$ cat config.mk
export PLATFORM = sky130hd
export DESIGN_NAME = base64_encoder_line_wrap
export DESIGN_NICKNAME = d
export VERILOG_FILES = /design/src/hw/rtl/b64lw_pkg.sv /design/src/hw/rtl/base64_encoder_line_wrap.sv
export SDC_FILE = /design/constraint.sdc
export NUM_CORES = 1
export LEC_CHECK = 0
export BUFFER_PORTS_ARGS = -buffer_cell sky130_fd_sc_hd__buf_2
export CAP_MARGIN = 20
export CORE_UTILIZATION = 40
export CTS_BUF_LIST = sky130_fd_sc_hd__clkbuf_2
export CTS_CLUSTER_SIZE = 8
export DETAILED_ROUTE_END_ITERATION = 8
export GPL_ROUTABILITY_DRIVEN = 0
export GPL_TIMING_DRIVEN = 0
export SYNTH_ARGS = -nofsm -noshare
export SYNTH_HDL_FRONTEND = slang
export SYNTH_SLANG_ARGS = --single-unit
$ cat constraint.sdc
create_clock -name clk -period 7.9 [get_ports clk]
set_clock_uncertainty 0.15 [all_clocks]
set_input_delay 0.395 -clock clk [delete_from_list [all_inputs] [get_ports clk]]
set_output_delay 0.395 -clock clk [all_outputs]
set_load 0.1 [all_outputs]
$ cat src/hw/rtl/b64lw_pkg.sv
// Package for the Base64 line-wrapping encoder.
// Holds character constants, the line length and the symbol alphabet function.
// No dependencies.
package b64lw_pkg;

  localparam int unsigned LINE_LENGTH = 76;
  localparam int unsigned COL_W = 7;
  localparam int unsigned MAX_CHARS = 6;

  localparam logic [7:0] CHAR_PAD = 8'h3D;
  localparam logic [7:0] CHAR_CR = 8'h0D;
  localparam logic [7:0] CHAR_LF = 8'h0A;

  localparam logic ALPHA_STD = 1'b0;
  localparam logic ALPHA_URL = 1'b1;

  localparam logic CFG_ALPHABET = 1'b0;
  localparam logic CFG_WRAP = 1'b1;

  function automatic logic [7:0] sym_to_ascii(input logic [5:0] sym, input logic sel);
    logic [7:0] s;
    logic [7:0] r;
    s = {2'b00, sym};
    if (sym < 6'd26) begin
      r = 8'h41 + s;
    end else if (sym < 6'd52) begin
      r = 8'h61 + s - 8'd26;
    end else if (sym < 6'd62) begin
      r = 8'h30 + s - 8'd52;
    end else if (sym == 6'd62) begin
      r = (sel == ALPHA_URL) ? 8'h2D : 8'h2B;
    end else begin
      r = (sel == ALPHA_URL) ? 8'h5F : 8'h2F;
    end
    return r;
  endfunction

endpackage

$ cat src/hw/rtl/base64_encoder_line_wrap.sv
// Streaming Base64 encoder, one byte per input beat, with optional CR LF line wrap.
// Uses b64lw_pkg for constants and the alphabet function.
// A byte's characters are written to a buffer, then moved one at a time to the output register.
// Throughput: one character per cycle while out_stall is low; a byte yields 1 to 6
// characters, moved out through the single character output register.
// A new byte is taken as the last character of the previous one moves out.
// Reset (rst_n low, synchronous) clears group, carry, column and config.
module base64_encoder_line_wrap (
  input  logic       clk,
  input  logic       rst_n,
  input  logic       cfg_wr_en,
  input  logic       cfg_index,
  input  logic       cfg_data,
  input  logic       in_valid,
  output logic       in_stall,
  input  logic [7:0] in_data_byte,
  input  logic       in_last_byte,
  output logic       out_valid,
  input  logic       out_stall,
  output logic [7:0] out_char,
  output logic       out_last_char
);

  logic                         alpha_sel_r;
  logic                         wrap_en_r;
  logic [1:0]                   group_pos_r, group_pos_nxt;
  logic [3:0]                   carry_r, carry_nxt;
  logic [b64lw_pkg::COL_W-1:0]  col_r, col_nxt;

  logic [7:0]                   buf_chars_r [b64lw_pkg::MAX_CHARS];
  logic [7:0]                   slots_nxt [b64lw_pkg::MAX_CHARS];
  logic [2:0]                   buf_idx_r;
  logic [2:0]                   buf_cnt_r, cnt_nxt;
  logic                         buf_last_r;

  logic                         out_valid_r;
  logic [7:0]                   out_char_r;
  logic                         out_last_r;

  logic                         in_accept;
  logic                         out_take;
  logic                         buf_busy;
  logic                         buf_final;
  logic                         move;

  assign out_take  = !out_valid_r || !out_stall;
  assign buf_busy  = buf_idx_r != buf_cnt_r;
  assign buf_final = (buf_idx_r + 3'd1) == buf_cnt_r;
  assign move      = buf_busy && out_take;
  assign in_stall  = buf_busy && !(buf_final && out_take);
  assign in_accept = in_valid && !in_stall;

  assign out_valid     = out_valid_r;
  assign out_char      = out_char_r;
  assign out_last_char = out_last_r;

  // character list for the incoming byte
  always_comb begin
    logic [5:0] s0, s1;
    logic [7:0] c [4];
    logic [2:0] n;
    logic [1:0] pos;
    logic [7:0] col_ext;
    logic       found;
    logic [2:0] w;
    logic       ins;
    logic [2:0] ci;
    logic [2:0] jj;
    s0 = '0;
    s1 = '0;
    n = 3'd1;
    found = 1'b0;
    w = '0;
    ci = '0;
    jj = '0;
    pos = (group_pos_r == 2'd3) ? 2'd0 : group_pos_r;
    c[0] = '0;
    c[1] = '0;
    c[2] = b64lw_pkg::CHAR_PAD;
    c[3] = b64lw_pkg::CHAR_PAD;
    group_pos_nxt = group_pos_r;
    carry_nxt = carry_r;
    unique case (pos)
      2'd1: begin
        s0 = {carry_r[1:0], in_data_byte[7:4]};
        s1 = {in_data_byte[3:0], 2'b00};
        n = in_last_byte ? 3'd3 : 3'd1;
        group_pos_nxt = 2'd2;
        carry_nxt = in_data_byte[3:0];
      end
      2'd2: begin
        s0 = {carry_r, in_data_byte[7:6]};
        s1 = in_data_byte[5:0];
        n = 3'd2;
        group_pos_nxt = 2'd0;
        carry_nxt = '0;
      end
      default: begin
        s0 = in_data_byte[7:2];
        s1 = {in_data_byte[1:0], 4'b0000};
        n = in_last_byte ? 3'd4 : 3'd1;
        group_pos_nxt = 2'd1;
        carry_nxt = {2'b00, in_data_byte[1:0]};
      end
    endcase
    c[0] = b64lw_pkg::sym_to_ascii(s0, alpha_sel_r);
    c[1] = b64lw_pkg::sym_to_ascii(s1, alpha_sel_r);

    // first character that fills the line
    col_ext = {1'b0, col_r};
    for (int k = 0; k < 4; k++) begin
      if (!found && (3'(k) < n) &&
          (col_ext + 8'(k + 1) >= 8'(b64lw_pkg::LINE_LENGTH))) begin
        found = 1'b1;
        w = 3'(k);
      end
    end
    col_nxt = found ? b64lw_pkg::COL_W'(n - w - 3'd1)
                    : b64lw_pkg::COL_W'(col_ext + {5'b0, n});
    ins = found && wrap_en_r;
    cnt_nxt = ins ? n + 3'd2 : n;

    for (int j = 0; j < b64lw_pkg::MAX_CHARS; j++) begin
      jj = 3'(j);
      ci = jj;
      slots_nxt[j] = b64lw_pkg::CHAR_PAD;
      if (ins && jj == w + 3'd1) begin
        slots_nxt[j] = b64lw_pkg::CHAR_CR;
      end else if (ins && jj == w + 3'd2) begin
        slots_nxt[j] = b64lw_pkg::CHAR_LF;
      end else begin
        if (ins && jj > w + 3'd2) begin
          ci = jj - 3'd2;
        end
        if (ci < 3'd4) begin
          slots_nxt[j] = c[ci[1:0]];
        end
      end
    end

    if (in_last_byte) begin
      group_pos_nxt = '0;
      carry_nxt = '0;
      col_nxt = '0;
    end
  end

  always_ff @(posedge clk) begin
    if (!rst_n) begin
      alpha_sel_r <= b64lw_pkg::ALPHA_STD;
      wrap_en_r   <= 1'b0;
      group_pos_r <= '0;
      carry_r     <= '0;
      col_r       <= '0;
      buf_idx_r   <= '0;
      buf_cnt_r   <= '0;
      buf_last_r  <= 1'b0;
      out_valid_r <= 1'b0;
    end else begin
      if (cfg_wr_en) begin
        unique case (cfg_index)
          b64lw_pkg::CFG_ALPHABET: alpha_sel_r <= cfg_data;
          b64lw_pkg::CFG_WRAP:     wrap_en_r   <= cfg_data;
        endcase
      end
      if (in_accept) begin
        group_pos_r <= group_pos_nxt;
        carry_r     <= carry_nxt;
        col_r       <= col_nxt;
        buf_idx_r   <= '0;
        buf_cnt_r   <= cnt_nxt;
        buf_last_r  <= in_last_byte;
      end else if (move) begin
        buf_idx_r <= buf_idx_r + 3'd1;
      end
      if (move) begin
        out_valid_r <= 1'b1;
      end else if (!out_stall) begin
        out_valid_r <= 1'b0;
      end
    end
  end

  always_ff @(posedge clk) begin
    if (in_accept) begin
      for (int j = 0; j < b64lw_pkg::MAX_CHARS; j++) begin
        buf_chars_r[j] <= slots_nxt[j];
      end
    end
    if (move) begin
      out_char_r <= buf_chars_r[buf_idx_r];
      out_last_r <= buf_last_r && buf_final;
    end
  end

endmodule

; ---- Word level (Yosys, flattened, before mapping)
; Memories as Yosys holds them, arrays and structs flattened. A register that Yosys moved wholly into a read port is not among the register bits.
; Index checks and enable logic that the tools add are counted.
[word_totals]
regBits = 24
latch_bits = 0
ramBits = 48
romBits = 0
in_bits = 16
elab_cells = 222
memories = 1
[op_classes]
add_sub_neg = 21
n_mul = 0
div_mod_pow = 0
magnitude_cmp = 32
eq_ne = 18
shift = 0
mux = 88
n_bitwise = 8
reduce_logical = 44
[memory_table]
columns = name, words, width, read_ports, rd_clocked_by_memory_dff, wr, line
row1 = buf_chars_r, 6, 8, 1, 1, 6, base64_encoder_line_wrap.sv:30  ; logic [7:0] buf_chars_r [b64lw_pkg::MAX_CHARS];
[ops]
columns = op, count
row1 = 8-bit 2-to-1 mux, 36
row2 = 8-bit binary-select mux with 2-bit select, 6
row3 = 3-bit 2-to-1 mux, 21
row4 = 7-bit 2-to-1 mux, 5
row5 = "7-bit by 6-bit adder with 8-bit output, first input constant", 4
row6 = "8-bit by 7-bit greater-or-equal comparator with 1-bit output, second input constant", 4
row7 = 1-bit logical AND, 31
row8 = "6-bit less-than comparator, second input constant", 4
row9 = 6-bit case mux with 2 select lines, 2
row10 = "3-bit greater-or-equal comparator, second input constant", 6
row11 = "3-bit less-than comparator, second input constant", 6
row12 = 2-bit inverter with 3-bit output, 6
row13 = "7-bit by 2-bit adder with 8-bit output, second input constant", 2
row14 = "7-bit by 6-bit subtractor with 8-bit output, second input constant", 2
row15 = "8-bit by 5-bit subtractor with 8-bit output, second input constant", 2
row16 = "6-bit by 6-bit adder with 7-bit output, first input constant", 2
row17 = "2-bit by 3-bit == test with 1-bit output, first input constant", 4
row18 = "3-bit == test, first input constant", 4
row19 = "6-bit == test, second input constant", 2
row20 = "6-bit by 5-bit less-than comparator with 1-bit output, second input constant", 2
row21 = 2-bit 2-to-1 mux, 5
row22 = 1-bit 2-to-1 mux, 9
row23 = "7-bit by 1-bit adder with 8-bit output, second input constant", 1
row24 = "7-bit by 3-bit adder with 8-bit output, second input constant", 1
row25 = other kinds (26), 44

; ---- Depth between registers and ports, before layout
; Gate-level depths: netlist of run 1.
[logic_depth]
ltp_word = 32
depth_mapped = 17

; ---- Worst setup path before layout of run 1
; No wires, ideal clock.
[synth_path]
kind = reg2reg
start = reg col_r[1] in the netlist's numbering
end = reg col_r[4] in the netlist's numbering
setup_ns = 0.142
arrival_time_ns = 3.687
required_ns = 7.608
slack_ns = 3.921
stages_incl_launch_ff = 18
n_path_buf = 1
period_less_slack_ns = 3.979
path_cell_list = dfxtp_1 buf_2 inv_1 ha_1 a21o_1 and2_1 a211o_1 a2111oi_4 nand2b_1 a21o_1 inv_1 ha_1 fa_1 ha_1 a22oi_1 nor2_1 o21ai_0 o221ai_1
[synth_between]
elab_chain_cells = 20
elab_cells_between_ends = 30
[synth_lines]
columns = element, line
row1 = from (decl), base64_encoder_line_wrap.sv:28  ; logic [b64lw_pkg::COL_W-1:0] col_r, col_nxt;
row2 = from (signal assigned), base64_encoder_line_wrap.sv:169  ; col_r <= col_nxt;
row3 = 7-bit by 1-bit adder with 8-bit output, base64_encoder_line_wrap.sv:113  ; (col_ext + 8'(k + 1) >= 8'(b64lw_pkg::LINE_LENGTH))) begin
row4 = 8-bit by 7-bit greater-or-equal comparator with 1-bit output, base64_encoder_line_wrap.sv:113
row5 = 1-bit logical AND, base64_encoder_line_wrap.sv:112  ; if (!found && (3'(k) < n) &&
row6 = 1-bit 2-to-1 mux, base64_encoder_line_wrap.sv:112
row7 = 1-bit logical NOT, base64_encoder_line_wrap.sv:112
row8 = 1-bit logical AND (2 in a row), base64_encoder_line_wrap.sv:112
row9 = 1-bit 2-to-1 mux, base64_encoder_line_wrap.sv:112
row10 = 1-bit logical NOT, base64_encoder_line_wrap.sv:112
row11 = 1-bit logical AND (2 in a row), base64_encoder_line_wrap.sv:112
row12 = 1-bit 2-to-1 mux, base64_encoder_line_wrap.sv:112
row13 = 1-bit logical NOT, base64_encoder_line_wrap.sv:112
row14 = 1-bit logical AND (2 in a row), base64_encoder_line_wrap.sv:112
row15 = 3-bit 2-to-1 mux, base64_encoder_line_wrap.sv:112
row16 = 3-bit by 3-bit subtractor with 4-bit output, base64_encoder_line_wrap.sv:118  ; col_nxt = found ? b64lw_pkg::COL_W'(n - w - 3'd1)
row17 = 4-bit by 2-bit subtractor with 5-bit output, base64_encoder_line_wrap.sv:118
row18 = 7-bit 2-to-1 mux *, base64_encoder_line_wrap.sv:118
row19 = 7-bit 2-to-1 mux *, base64_encoder_line_wrap.sv:141  ; if (in_last_byte) begin
; Mark *: on every way between the ends. The rest lies on a longest branch, timed or not.
; A chain may end at the register's enable or synchronous reset.

; ---- Worst setup path after layout of run 1
[layout_path]
start = reg col_r[1] in the netlist's numbering
end = reg col_r[5] in the netlist's numbering
; The elaborated chain is that of the path after synthesis.

==> results of run 1 <==
==> cell families after synthesis <==
group | count (synthesis) | share of synthesized area [%]
AOI/OAI and AO/OA | 149 | 20.21
muxes | 18 | 5.454
adders and majority gates | 27 | 6.866
DFF | 77 | 40.52
and+or+nand+nor | 183 | 17.34
other | 2 | 0.1461
buffers and inverters | 62 | 5.259
xor gates and xnor gates | 23 | 4.212
==> final cells by class <==
| cell class | count | area share, % |
|---|---|---|
| Antenna cell | 1 | 0.04335 |
| Buffer | 28 | 2.471 |
| Clock buffer | 9 | 0.7802 |
| Clock inverter | 7 | 2.081 |
| Inverter | 34 | 2.211 |
| Multi-Input combinational cell | 409 | 48.72 |
| Sequential cell | 77 | 36.06 |
| Tap cell | 172 | 3.728 |
| Timing Repair Buffer | 34 | 3.901 |
==> cells in the mapped netlist, types with 4 or more instances <==
cell type	number
buf_2	12
nand2_1	61
o211ai_1	5
ha_1	25
clkbuf_1	10
edfxtp_1	54
a211oi_1	5
xnor2_1	15
xor2_1	7
a22oi_1	11
nand4_1	5
nand3_1	13
a21oi_1	28
nor3_1	16
mux2i_1	10
o221ai_1	6
nand2b_1	6
mux4_2	8
nor2_1	43
or3_1	6
dfxtp_1	23
nor2b_1	9
o21ai_1	5
a21o_1	8
a31oi_1	4
and2_1	8
inv_1	32
o21ai_0	34
a221o_1	8
==> metal layers <==
metal / GRT usage (%) / vias to the layer above / part of all wire, %
met1: 26.84 / 2015 / 48
met3: 2.636 / 23 / 4.4
met5: 0 / - / 0
li1: - / 2097 / -
met4: 7.532 / 0 / 1.9
met2: 31.18 / 123 / 46
==> worst register-to-register path: cells and delay by family (launching register included) <==
| kind | cells | cell delay, ns |
|---|---|---|
| AO/OA/AOI/OAI | 7 | 1.86 |
| adder cells (fa/ha/maj) | 4 | 1.21 |
| buffers and inverters | 3 | 0.50 |
| flip-flops | 1 | 0.49 |
| AND/OR/NAND/NOR | 3 | 0.48 |
==> path summary, 6_finish.rpt <==
kind	slack (ns)	start	depth (start not counted)	endpoint
hold reg to reg	0.33	buf_last_r	2	buf_last_r
setup / recovery	3.09	col_r[1]	17	col_r[5]
hold / removal	0.03	cfg_index	4	alpha_sel_r
setup reg to reg	3.09	col_r[1]	17	col_r[5]
==> power groups by stage <==
stage          Sequential, W  Combinational [W]  Clock, W
2_1_floorplan       0.000824           0.000475         0
3_3_place_gp        0.000639           0.000814         0
3_5_place_dp        0.000634           0.000834         0
4_1_cts             0.000623           0.000841  0.000293
5_1_grt             0.000636           0.000914  0.000302
6_report            0.000623           0.000841  0.000286
==> sequential cells by signal (all words and copies together) (netlist names) <==
signal / cells
out_char: 8
buf_cnt_r: 3
buf_idx_r: 3
carry_r: 4
group_pos_r: 2
out_last_char: 1
out_valid: 1
alpha_sel_r: 1
col_r: 7
buf_chars_r: 45
buf_last_r: 1
wrap_en_r: 1
==> timing repair <==
item / in CTS / in global routing
hold buffers: 8 / 0
gates resized for setup: 0 / 0
hold endpoints to repair: 8 / 0
==> per-stage QoR <==
stage,hold slack [ns],power [W]
global placement,0.3023,0.001453
detailed placement,0.2999,0.001468
finish,0.03001,0.001751
floorplan,0.2866,0.001299
global route,0.04542,0.001852
CTS,0.0002084,0.001757
==> results.json, run 1 <==
{
  "clkPwrFrac_pct": 16.4,
  "final_antenna_net_count": 0,
  "grt_pass1_wl_mm": 20.02,
  "startpoint_type": "flop",
  "cts_tree": "yes",
  "layout.nets": 636,
  "synth_top_area_cell": "edfxtp_1",
  "ys_ff_latch": 77,
  "grt_max_degree": 49,
  "fp.dieW_um": 115.3,
  "io_buffers": 25,
  "power_density_nw_per_um2": 303.2,
  "area_growth_pct": 12.34,
  "arrival_ns": 5.10,
  "rsz0062_at_grt": "no",
  "ctsLongestPathBuffers": 2,
  "synth_cell_types": 69,
  "path_delay_family": "compound AO/OA/AOI/OAI gates",
  "ys_seq_area_share_pct": 40.52,
  "max_freq_mhz": 208.1,
  "layout_setup_ws_ns": 3.095,
  "p_leak_nw": 2.120,
  "p_int_w": 0.0009614,
  "die_area_um2": 13300,
  "cp_common_cell": "ha_1",
  "cts_sinks": 77,
  "start_util_pct": 40.89,
  "power.switching_w": 0.0007891,
  "finalMaxSlewViolations": 0,
  "n_fill_cell": 1205,
  "crit_fanout": 10,
  "drt-total-wl_mm": 12.04,
  "pre_cts_ws_ns": 3.173,
  "syn_area_um2": 5139,
  "postCtsSetupBuffers": 0,
  "die_y_um": 115.3,
  "io_pins": 27,
  "final_cells": 771,
  "fin_crit_ns": 4.805,
  "rows": 41,
  "finalSetupViolCount": 0,
  "holdCritPathClass": "in -> reg",
  "timing.critical_path.to_type": "flop",
  "worst_ep_required_time_ns": 8.19,
  "multi_input_area_um2": 2813,
  "synthTopCellsByArea": "edfxtp_1 32%, dfxtp_1 9.0%, ha_1 6.1%",
  "cts_inserted_buffers": 9,
  "drv_cap": 0,
  "drive_gt1_share_pct": 12.71,
  "place_inst": 746,
  "outcome": "completed",
  "stdcell_area_um2": 5773,
  "yosysWarnings": 0,
  "layout_common_cells": "61 x nand2_1, 54 x edfxtp_1, 43 x nor2_1, 37 x buf_2, 34 x o21ai_0",
  "cts_max_level": 3,
  "dpl-instance-area_um2": 5525,
  "worstSkewPairLatency_ns": 0.58,
  "wl_per_cell_um": 15.62,
  "relSlewSlack_pct": 26.47,
  "drcViolationCount": 0,
  "drt_iter0_markers": 349,
  "pwr-share-seq_pct": 35.6,
  "crit_path_cell_trace": "buf_2 > inv_1 > ha_1 > a21o_1 > and2_1 > a211o_1 > a2111oi_4 > nand2b_1 > a21o_1 > inv_1 > ha_1 > fa_1 > ha_1 > a22oi_1 > nor2_1 > o21ai_0 > o221ai_1",
  "cts_root_buf": "clkbuf_2",
  "synth.avg_cell_area_um2": 9.498,
  "netlist.area_leader.share_pct": 31.56,
  "dp_hpwl_mm": 9.136,
  "syn-instance-count": 541,
  "grt_antenna_before_repair": 0,
  "final_common_cell": "nand2_1",
  "pwr-share-comb_pct": 48.1,
  "critPathBufInv": 3,
  "regArea_um2": 2082,
  "first_pass_iters": 5,
  "grtUsageTotal_pct": 19.52,
  "gr-total-overflow": 0,
  "peakVddDrop_v": 0.0001516,
  "clkTransAtPathRegs_ns": 0.24,
  "worstSetupPathType": "reg -> reg",
  "synthArstFlopShare_pct": 0,
  "grt_pass1_vias": 4055,
  "fin_util_pct": 45.93,
  "switching_share_pct": 45.08,
  "period_share_pct": 60.83,
  "hold_violations": 0,
  "core_area_um2": 12570,
  "avgViaCountPerCell": 5.523,
  "tightest_slew_ns": 1.075,
  "tns_ns": 0,
  "vias": 4258,
  "synthFlopType": "edfxtp_1",
  "max_stage_delay_ns": 0.64,
  "cp_slowest_cell": "a2111oi_4",
  "synth_edf_count": 54
}
Power figures use the tool's default switching activity.
==> run 2: changes to the inputs <==
==> constraint.sdc (replaced) <==
create_clock -name clk -period 4 [get_ports clk]
set_clock_uncertainty 0.15 [all_clocks]
set_input_delay 0.2 -clock clk [delete_from_list [all_inputs] [get_ports clk]]
set_output_delay 0.2 -clock clk [all_outputs]
set_load 0.1 [all_outputs]
==> results.json, run 2 (synthesized netlist as in run 1, its figures left out) <==
{
  "rows": 41,
  "cts_root_buf": "clkbuf_2",
  "area_growth_pct": 17.19,
  "drive_gt1_share_pct": 17.73,
  "cts_inserted_buffers": 9,
  "met1_usage_pct": 27.13,
  "grtUsageTotal_pct": 19.76,
  "dpl-instance-area_um2": 5525,
  "drcViolationCount": 0,
  "drt-total-wl_mm": 12.54,
  "pwr-share-seq_pct": 35.1,
  "max_stage_delay_ns": 0.59,
  "first_pass_iters": 5,
  "peakVddDrop_v": 0.0002987,
  "ctsLongestPathBuffers": 2,
  "layout_common_cells": "61 x nand2_1, 54 x edfxtp_1, 43 x nor2_1, 37 x buf_2, 33 x o21ai_0",
  "crit_fanout": 10,
  "met3_usage_pct": 2.741,
  "startpoint_type": "flop",
  "max_freq_mhz": 253.8,
  "gr-total-overflow": 0,
  "holdCritPathClass": "in -> reg",
  "outcome": "completed",
  "finalSetupViolCount": 0,
  "largest_reg_flops": 45,
  "worst_ep_required_time_ns": 4.37,
  "power_density_nw_per_um2": 581.7,
  "dp_hpwl_mm": 9.136,
  "switching_share_pct": 45.02,
  "die_y_um": 115.3,
  "final_antenna_net_count": 0,
  "cts_max_level": 3,
  "drv_cap": 0,
  "tightest_slew_ns": 1.116,
  "power.switching_w": 0.001577,
  "core_area_um2": 12570,
  "finalMaxSlewViolations": 0,
  "top_register": "buf_chars_r",
  "cts_tree": "yes",
  "p_leak_nw": 2.217,
  "clkPwrFrac_pct": 16.0,
  "fp.dieW_um": 115.3,
  "fin_util_pct": 47.91,
  "arrival_ns": 4.31,
  "stdcell_area_um2": 6022,
  "layout.nets": 647,
  "die_area_um2": 13300,
  "cts_sinks": 77,
  "use_met2_pct": 31.62,
  "critPathBufInv": 3,
  "rrSetupSlack_ns": 0.06,
  "grt_pass1_wl_mm": 20.26,
  "period_share_pct": 98.52,
  "n_fill_cell": 1194,
  "worstSkewPairLatency_ns": 0.56,
  "crit_path_cell_trace": "buf_8 > inv_2 > ha_2 > a21o_1 > and2_1 > a211o_1 > a2111oi_4 > nand2b_4 > a21o_1 > inv_1 > ha_2 > fa_2 > a22oi_1 > a311oi_2 > a221o_1",
  "p_int_w": 0.001926,
  "pwr-share-comb_pct": 48.9,
  "vias": 4337,
  "drt_iter0_markers": 380,
  "path_delay_family": "compound AO/OA/AOI/OAI gates",
  "final_common_cell": "nand2_1",
  "relSlewSlack_pct": 23.66,
  "io_pins": 27,
  "hold_violations": 0,
  "start_util_pct": 40.89,
  "rsz0062_at_grt": "yes",
  "fin_crit_ns": 3.941,
  "gr-max-usage-layer": "met2",
  "grt_max_degree": 49,
  "cp_slowest_cell": "fa_2",
  "io_buffers": 25,
  "worstSetupPathType": "reg -> reg",
  "wl_per_cell_um": 16.03,
  "grt_antenna_before_repair": 0,
  "grt_pass1_vias": 4108,
  "timing.critical_path.to_type": "flop",
  "clkTransAtPathRegs_ns": 0.23,
  "avgViaCountPerCell": 5.546
}
## run 2: cell types whose count changed in the layout (fill, tap and decap cells not counted), moves of 3 or more
| cell | before | now |
|---|---|---|
| clkbuf_1 | 10 | 7 |
| o221ai_1 | 6 | 3 |
| ha_2 | 0 | 4 |
| buf_4 | 2 | 9 |
| dlygate4sd3_1 | 8 | 14 |
| ha_1 | 25 | 19 |
| o221ai_2 | 0 | 3 |
## run 2: path summary, 6_finish.rpt
path,cells after the start,start,end
worst max-delay path,15,col_r[1],col_r[3]
worst max register to register,15,col_r[1],col_r[3]
worst min register to register,2,buf_last_r,buf_last_r
worst min-delay path,3,in_data_byte[1],carry_r[1]
## run 2: final cells by class
class / count / area, µm² / share of cell area, %
multi-input cells: 409 / 2943 / 48.87
repair buffers: 47 / 337.8 / 5.610
clock buffers: 9 / 45.04 / 0.7480
well taps: 172 / 215.2 / 3.574
clock inverters: 7 / 120.1 / 1.995
flip-flops and latches: 77 / 2090 / 34.70
inverters: 34 / 127.6 / 2.119
diodes: 1 / 2.502 / 0.04155
plain buffers: 26 / 141.4 / 2.348
## run 2: power groups by stage
stage	Combinational (W)	Clock (W)	Sequential, W
after floorplan	0.000937	0	0.00163
after global placement	0.00161	0	0.00126
after detailed placement	0.00165	0	0.00125
after CTS	0.00168	0.000578	0.00123
after global routing	0.00186	0.000597	0.00126
final	0.00171	0.000561	0.00123
## run 2: stage by stage
step                      power [W]  setup WS [ns]  hold WS [ns]  std cells  setup TNS (ns)
after global placement     0.002869        -0.6725        0.3023        745          -3.298
after global routing       0.003709       -0.04888       0.08979        781         -0.1322
after CTS                  0.003484       0.008343       0.01817        779               0
after floorplan            0.002565        0.02068        0.1757        548               0
after detailed placement   0.002900        -0.7271        0.2999        746          -3.699
final                      0.003503        0.05930       0.07290        782               0
## run 2: worst register-to-register path: cells and delay by family, from the launching register on
| kind | cells | cell delay [ns] |
|---|---|---|
| AO/OA/AOI/OAI | 7 | 1.74 |
| adder cells (fa/ha/maj) | 3 | 0.98 |
| flip-flops | 1 | 0.41 |
| AND/OR/NAND/NOR | 2 | 0.36 |
| buffers and inverters | 3 | 0.27 |
## run 2: timing repair
item,CTS,global route
gates resized for setup,15,26
hold endpoints to repair,10,0
cloned,0,0
setup endpoints to repair,8,10
pin swaps,3,6
buffers inserted,4,3
hold buffers,14,0
## run 2: per-layer routing
layer  wire (µm)  up-vias  part of all wire, %
met2        5836      125                   47
met4         206        0                  1.6
met3         582       18                  4.6
li1            -     2120                    -
met1        5910     2074                   47
met5           0        -                    0
==> run 3: changes to the inputs <==
--- a/config.mk
+++ b/config.mk
@@ -12,7 +12,6 @@
 export CTS_CLUSTER_SIZE = 8
 export DETAILED_ROUTE_END_ITERATION = 8
 export GPL_ROUTABILITY_DRIVEN = 0
-export GPL_TIMING_DRIVEN = 0
 export SYNTH_ARGS = -nofsm -noshare
 export SYNTH_HDL_FRONTEND = slang
 export SYNTH_SLANG_ARGS = --single-unit
==> results.json, run 3 (synthesized netlist as in run 1, its figures left out) <==
{
  "outcome": "completed",
  "layout_setup_ws_ns": 0.2182,
  "relSlewSlack_pct": 36.18,
  "crit_fanout": 4,
  "core_area_um2": 12570,
  "startpoint_type": "flop",
  "wl_per_cell_um": 15.85,
  "layout_common_cells": "61 x nand2_1, 54 x edfxtp_1, 43 x nor2_1, 33 x o21ai_0, 32 x buf_4",
  "cts_max_level": 3,
  "fp.dieW_um": 115.3,
  "power_density_nw_per_um2": 573.7,
  "peakVddDrop_v": 0.0002359,
  "io_buffers": 26,
  "layout.nets": 649,
  "grtUsageTotal_pct": 19.94,
  "cts_sinks": 77,
  "tns_ns": 0,
  "ctsLongestPathBuffers": 2,
  "whs_path_depth": 5,
  "final_antenna_net_count": 0,
  "tightest_slew_ns": 0.9538,
  "top_register": "buf_chars_r",
  "gr-total-overflow": 0,
  "io_pins": 27,
  "timing.critical_path.to_type": "flop",
  "rows": 41,
  "arrival_ns": 4.08,
  "drive_gt1_share_pct": 16.37,
  "r2r_cells": 16,
  "finalMaxSlewViolations": 0,
  "grt_antenna_before_repair": 0,
  "grt_pass1_vias": 4108,
  "clkTransAtPathRegs_ns": 0.22,
  "period_share_pct": 94.55,
  "final_common_cell": "nand2_1",
  "cts_root_buf": "clkbuf_2",
  "drv_cap": 0,
  "vias": 4301,
  "die_y_um": 115.3,
  "avgViaCountPerCell": 5.486,
  "drcViolationCount": 0,
  "max_freq_mhz": 264.4,
  "die_area_um2": 13300,
  "cts_tree": "yes",
  "worstSetupPathType": "reg -> reg",
  "grt_pass1_wl_mm": 20.36,
  "cts_inserted_buffers": 9,
  "pre_cts_ws_ns": 0.07628,
  "largest_reg_flops": 45,
  "final_cells": 784,
  "p_leak_nw": 2.214,
  "area_growth_pct": 16.09,
  "holdCritPathClass": "in -> reg",
  "start_util_pct": 40.89,
  "hold_violations": 0,
  "place_inst": 749,
  "worstSkewPairLatency_ns": 0.56,
  "power_w": 0.003423,
  "worst_ep_required_time_ns": 4.30,
  "drt-total-wl_mm": 12.43,
  "dp_hpwl_mm": 9.195,
  "grt_max_degree": 51,
  "finalSetupViolCount": 0,
  "first_pass_iters": 5,
  "drt_iter0_markers": 403,
  "fin_crit_ns": 3.782
}
==> run 3: changes by cell type in the layout (fill, tap and decap cells not counted), moves of 3 or more <==
cell	delta
ha_2	-3
dlygate4sd3_1	+3
ha_1	+5
inv_2	-3
buf_2	-11
clkbuf_1	-7
buf_4	+23
==> run 3: metrics by stage <==
step / util (%) / cell area, µm² / hold slack (ns)
5_1_grt: 47.45 / 5963 / 0.1033
2_1_floorplan: - / 5165 / 0.1757
3_5_place_dp: 44.56 / 5600 / 0.3030
6_report: 47.47 / 5966 / 0.1023
4_1_cts: 47.08 / 5917 / 0.05250
3_3_place_gp: 44.56 / 5600 / 0.3025
==> run 3: worst paths after layout <==
kind                       end             from  slack (ns)
min          buf_chars_r[0][5]  in_data_byte[6]        0.10
min reg2reg         carry_r[2]       carry_r[2]        0.35
max                   col_r[6]         col_r[1]        0.22
max reg2reg           col_r[6]         col_r[1]        0.22
==> run 3: final cells by class <==
cell class | count | area (µm²)
antenna | 1 | 2.502
clock buffer | 10 | 50.05
clock inverter | 6 | 96.34
fill | 1207 | 6603
inverter | 34 | 127.6
multi-input combinational | 409 | 2846
sequential | 77 | 2087
tap | 172 | 215.2
timing repair buffer | 75 | 540.5
==> run 3: critical path, stage by stage, from the launching register on <==
cell and delay, ns:
dfxtp_4 0.40, buf_4 0.14, ha_1 0.20, a21o_1 0.19, and2_1 0.16, a211o_1 0.28, a2111oi_4 0.32, nand2b_4 0.19
a21o_1 0.13, inv_1 0.06, ha_1 0.21, fa_1 0.49, ha_2 0.21, a22oi_1 0.16, nor2_1 0.07, o21ai_2 0.13
o221ai_1 0.16
==> run 3: per-layer routing <==
| layer | track usage [%] | vias to the layer above | wire, µm |
|---|---|---|---|
| met5 | 0 | - | 0 |
| met4 | 9.264 | 0 | 276 |
| met3 | 3.216 | 20 | 659 |
| met2 | 31.62 | 143 | 5702 |
| met1 | 26.66 | 2010 | 5787 |
| li1 | - | 2128 | - |
==> run 3: what timing repair did <==
item                       4_1_cts  5_1_grt
resized for setup                0       11
setup endpoints to repair        0        4
hold buffers                    17        0
hold endpoints to repair        14        0
buffers inserted                 0        1
==> run 3: power by group <==
| group | switching [W] | leakage [nW] | internal [W] |
|---|---|---|---|
| Combinational | 0.00119 | 1.48 | 0.000486 |
| Sequential | 0.0000804 | 0.653 | 0.00116 |
| Clock | 0.000294 | 0.0842 | 0.000216 |
| Total | 0.00156 | 2.21 | 0.00186 |
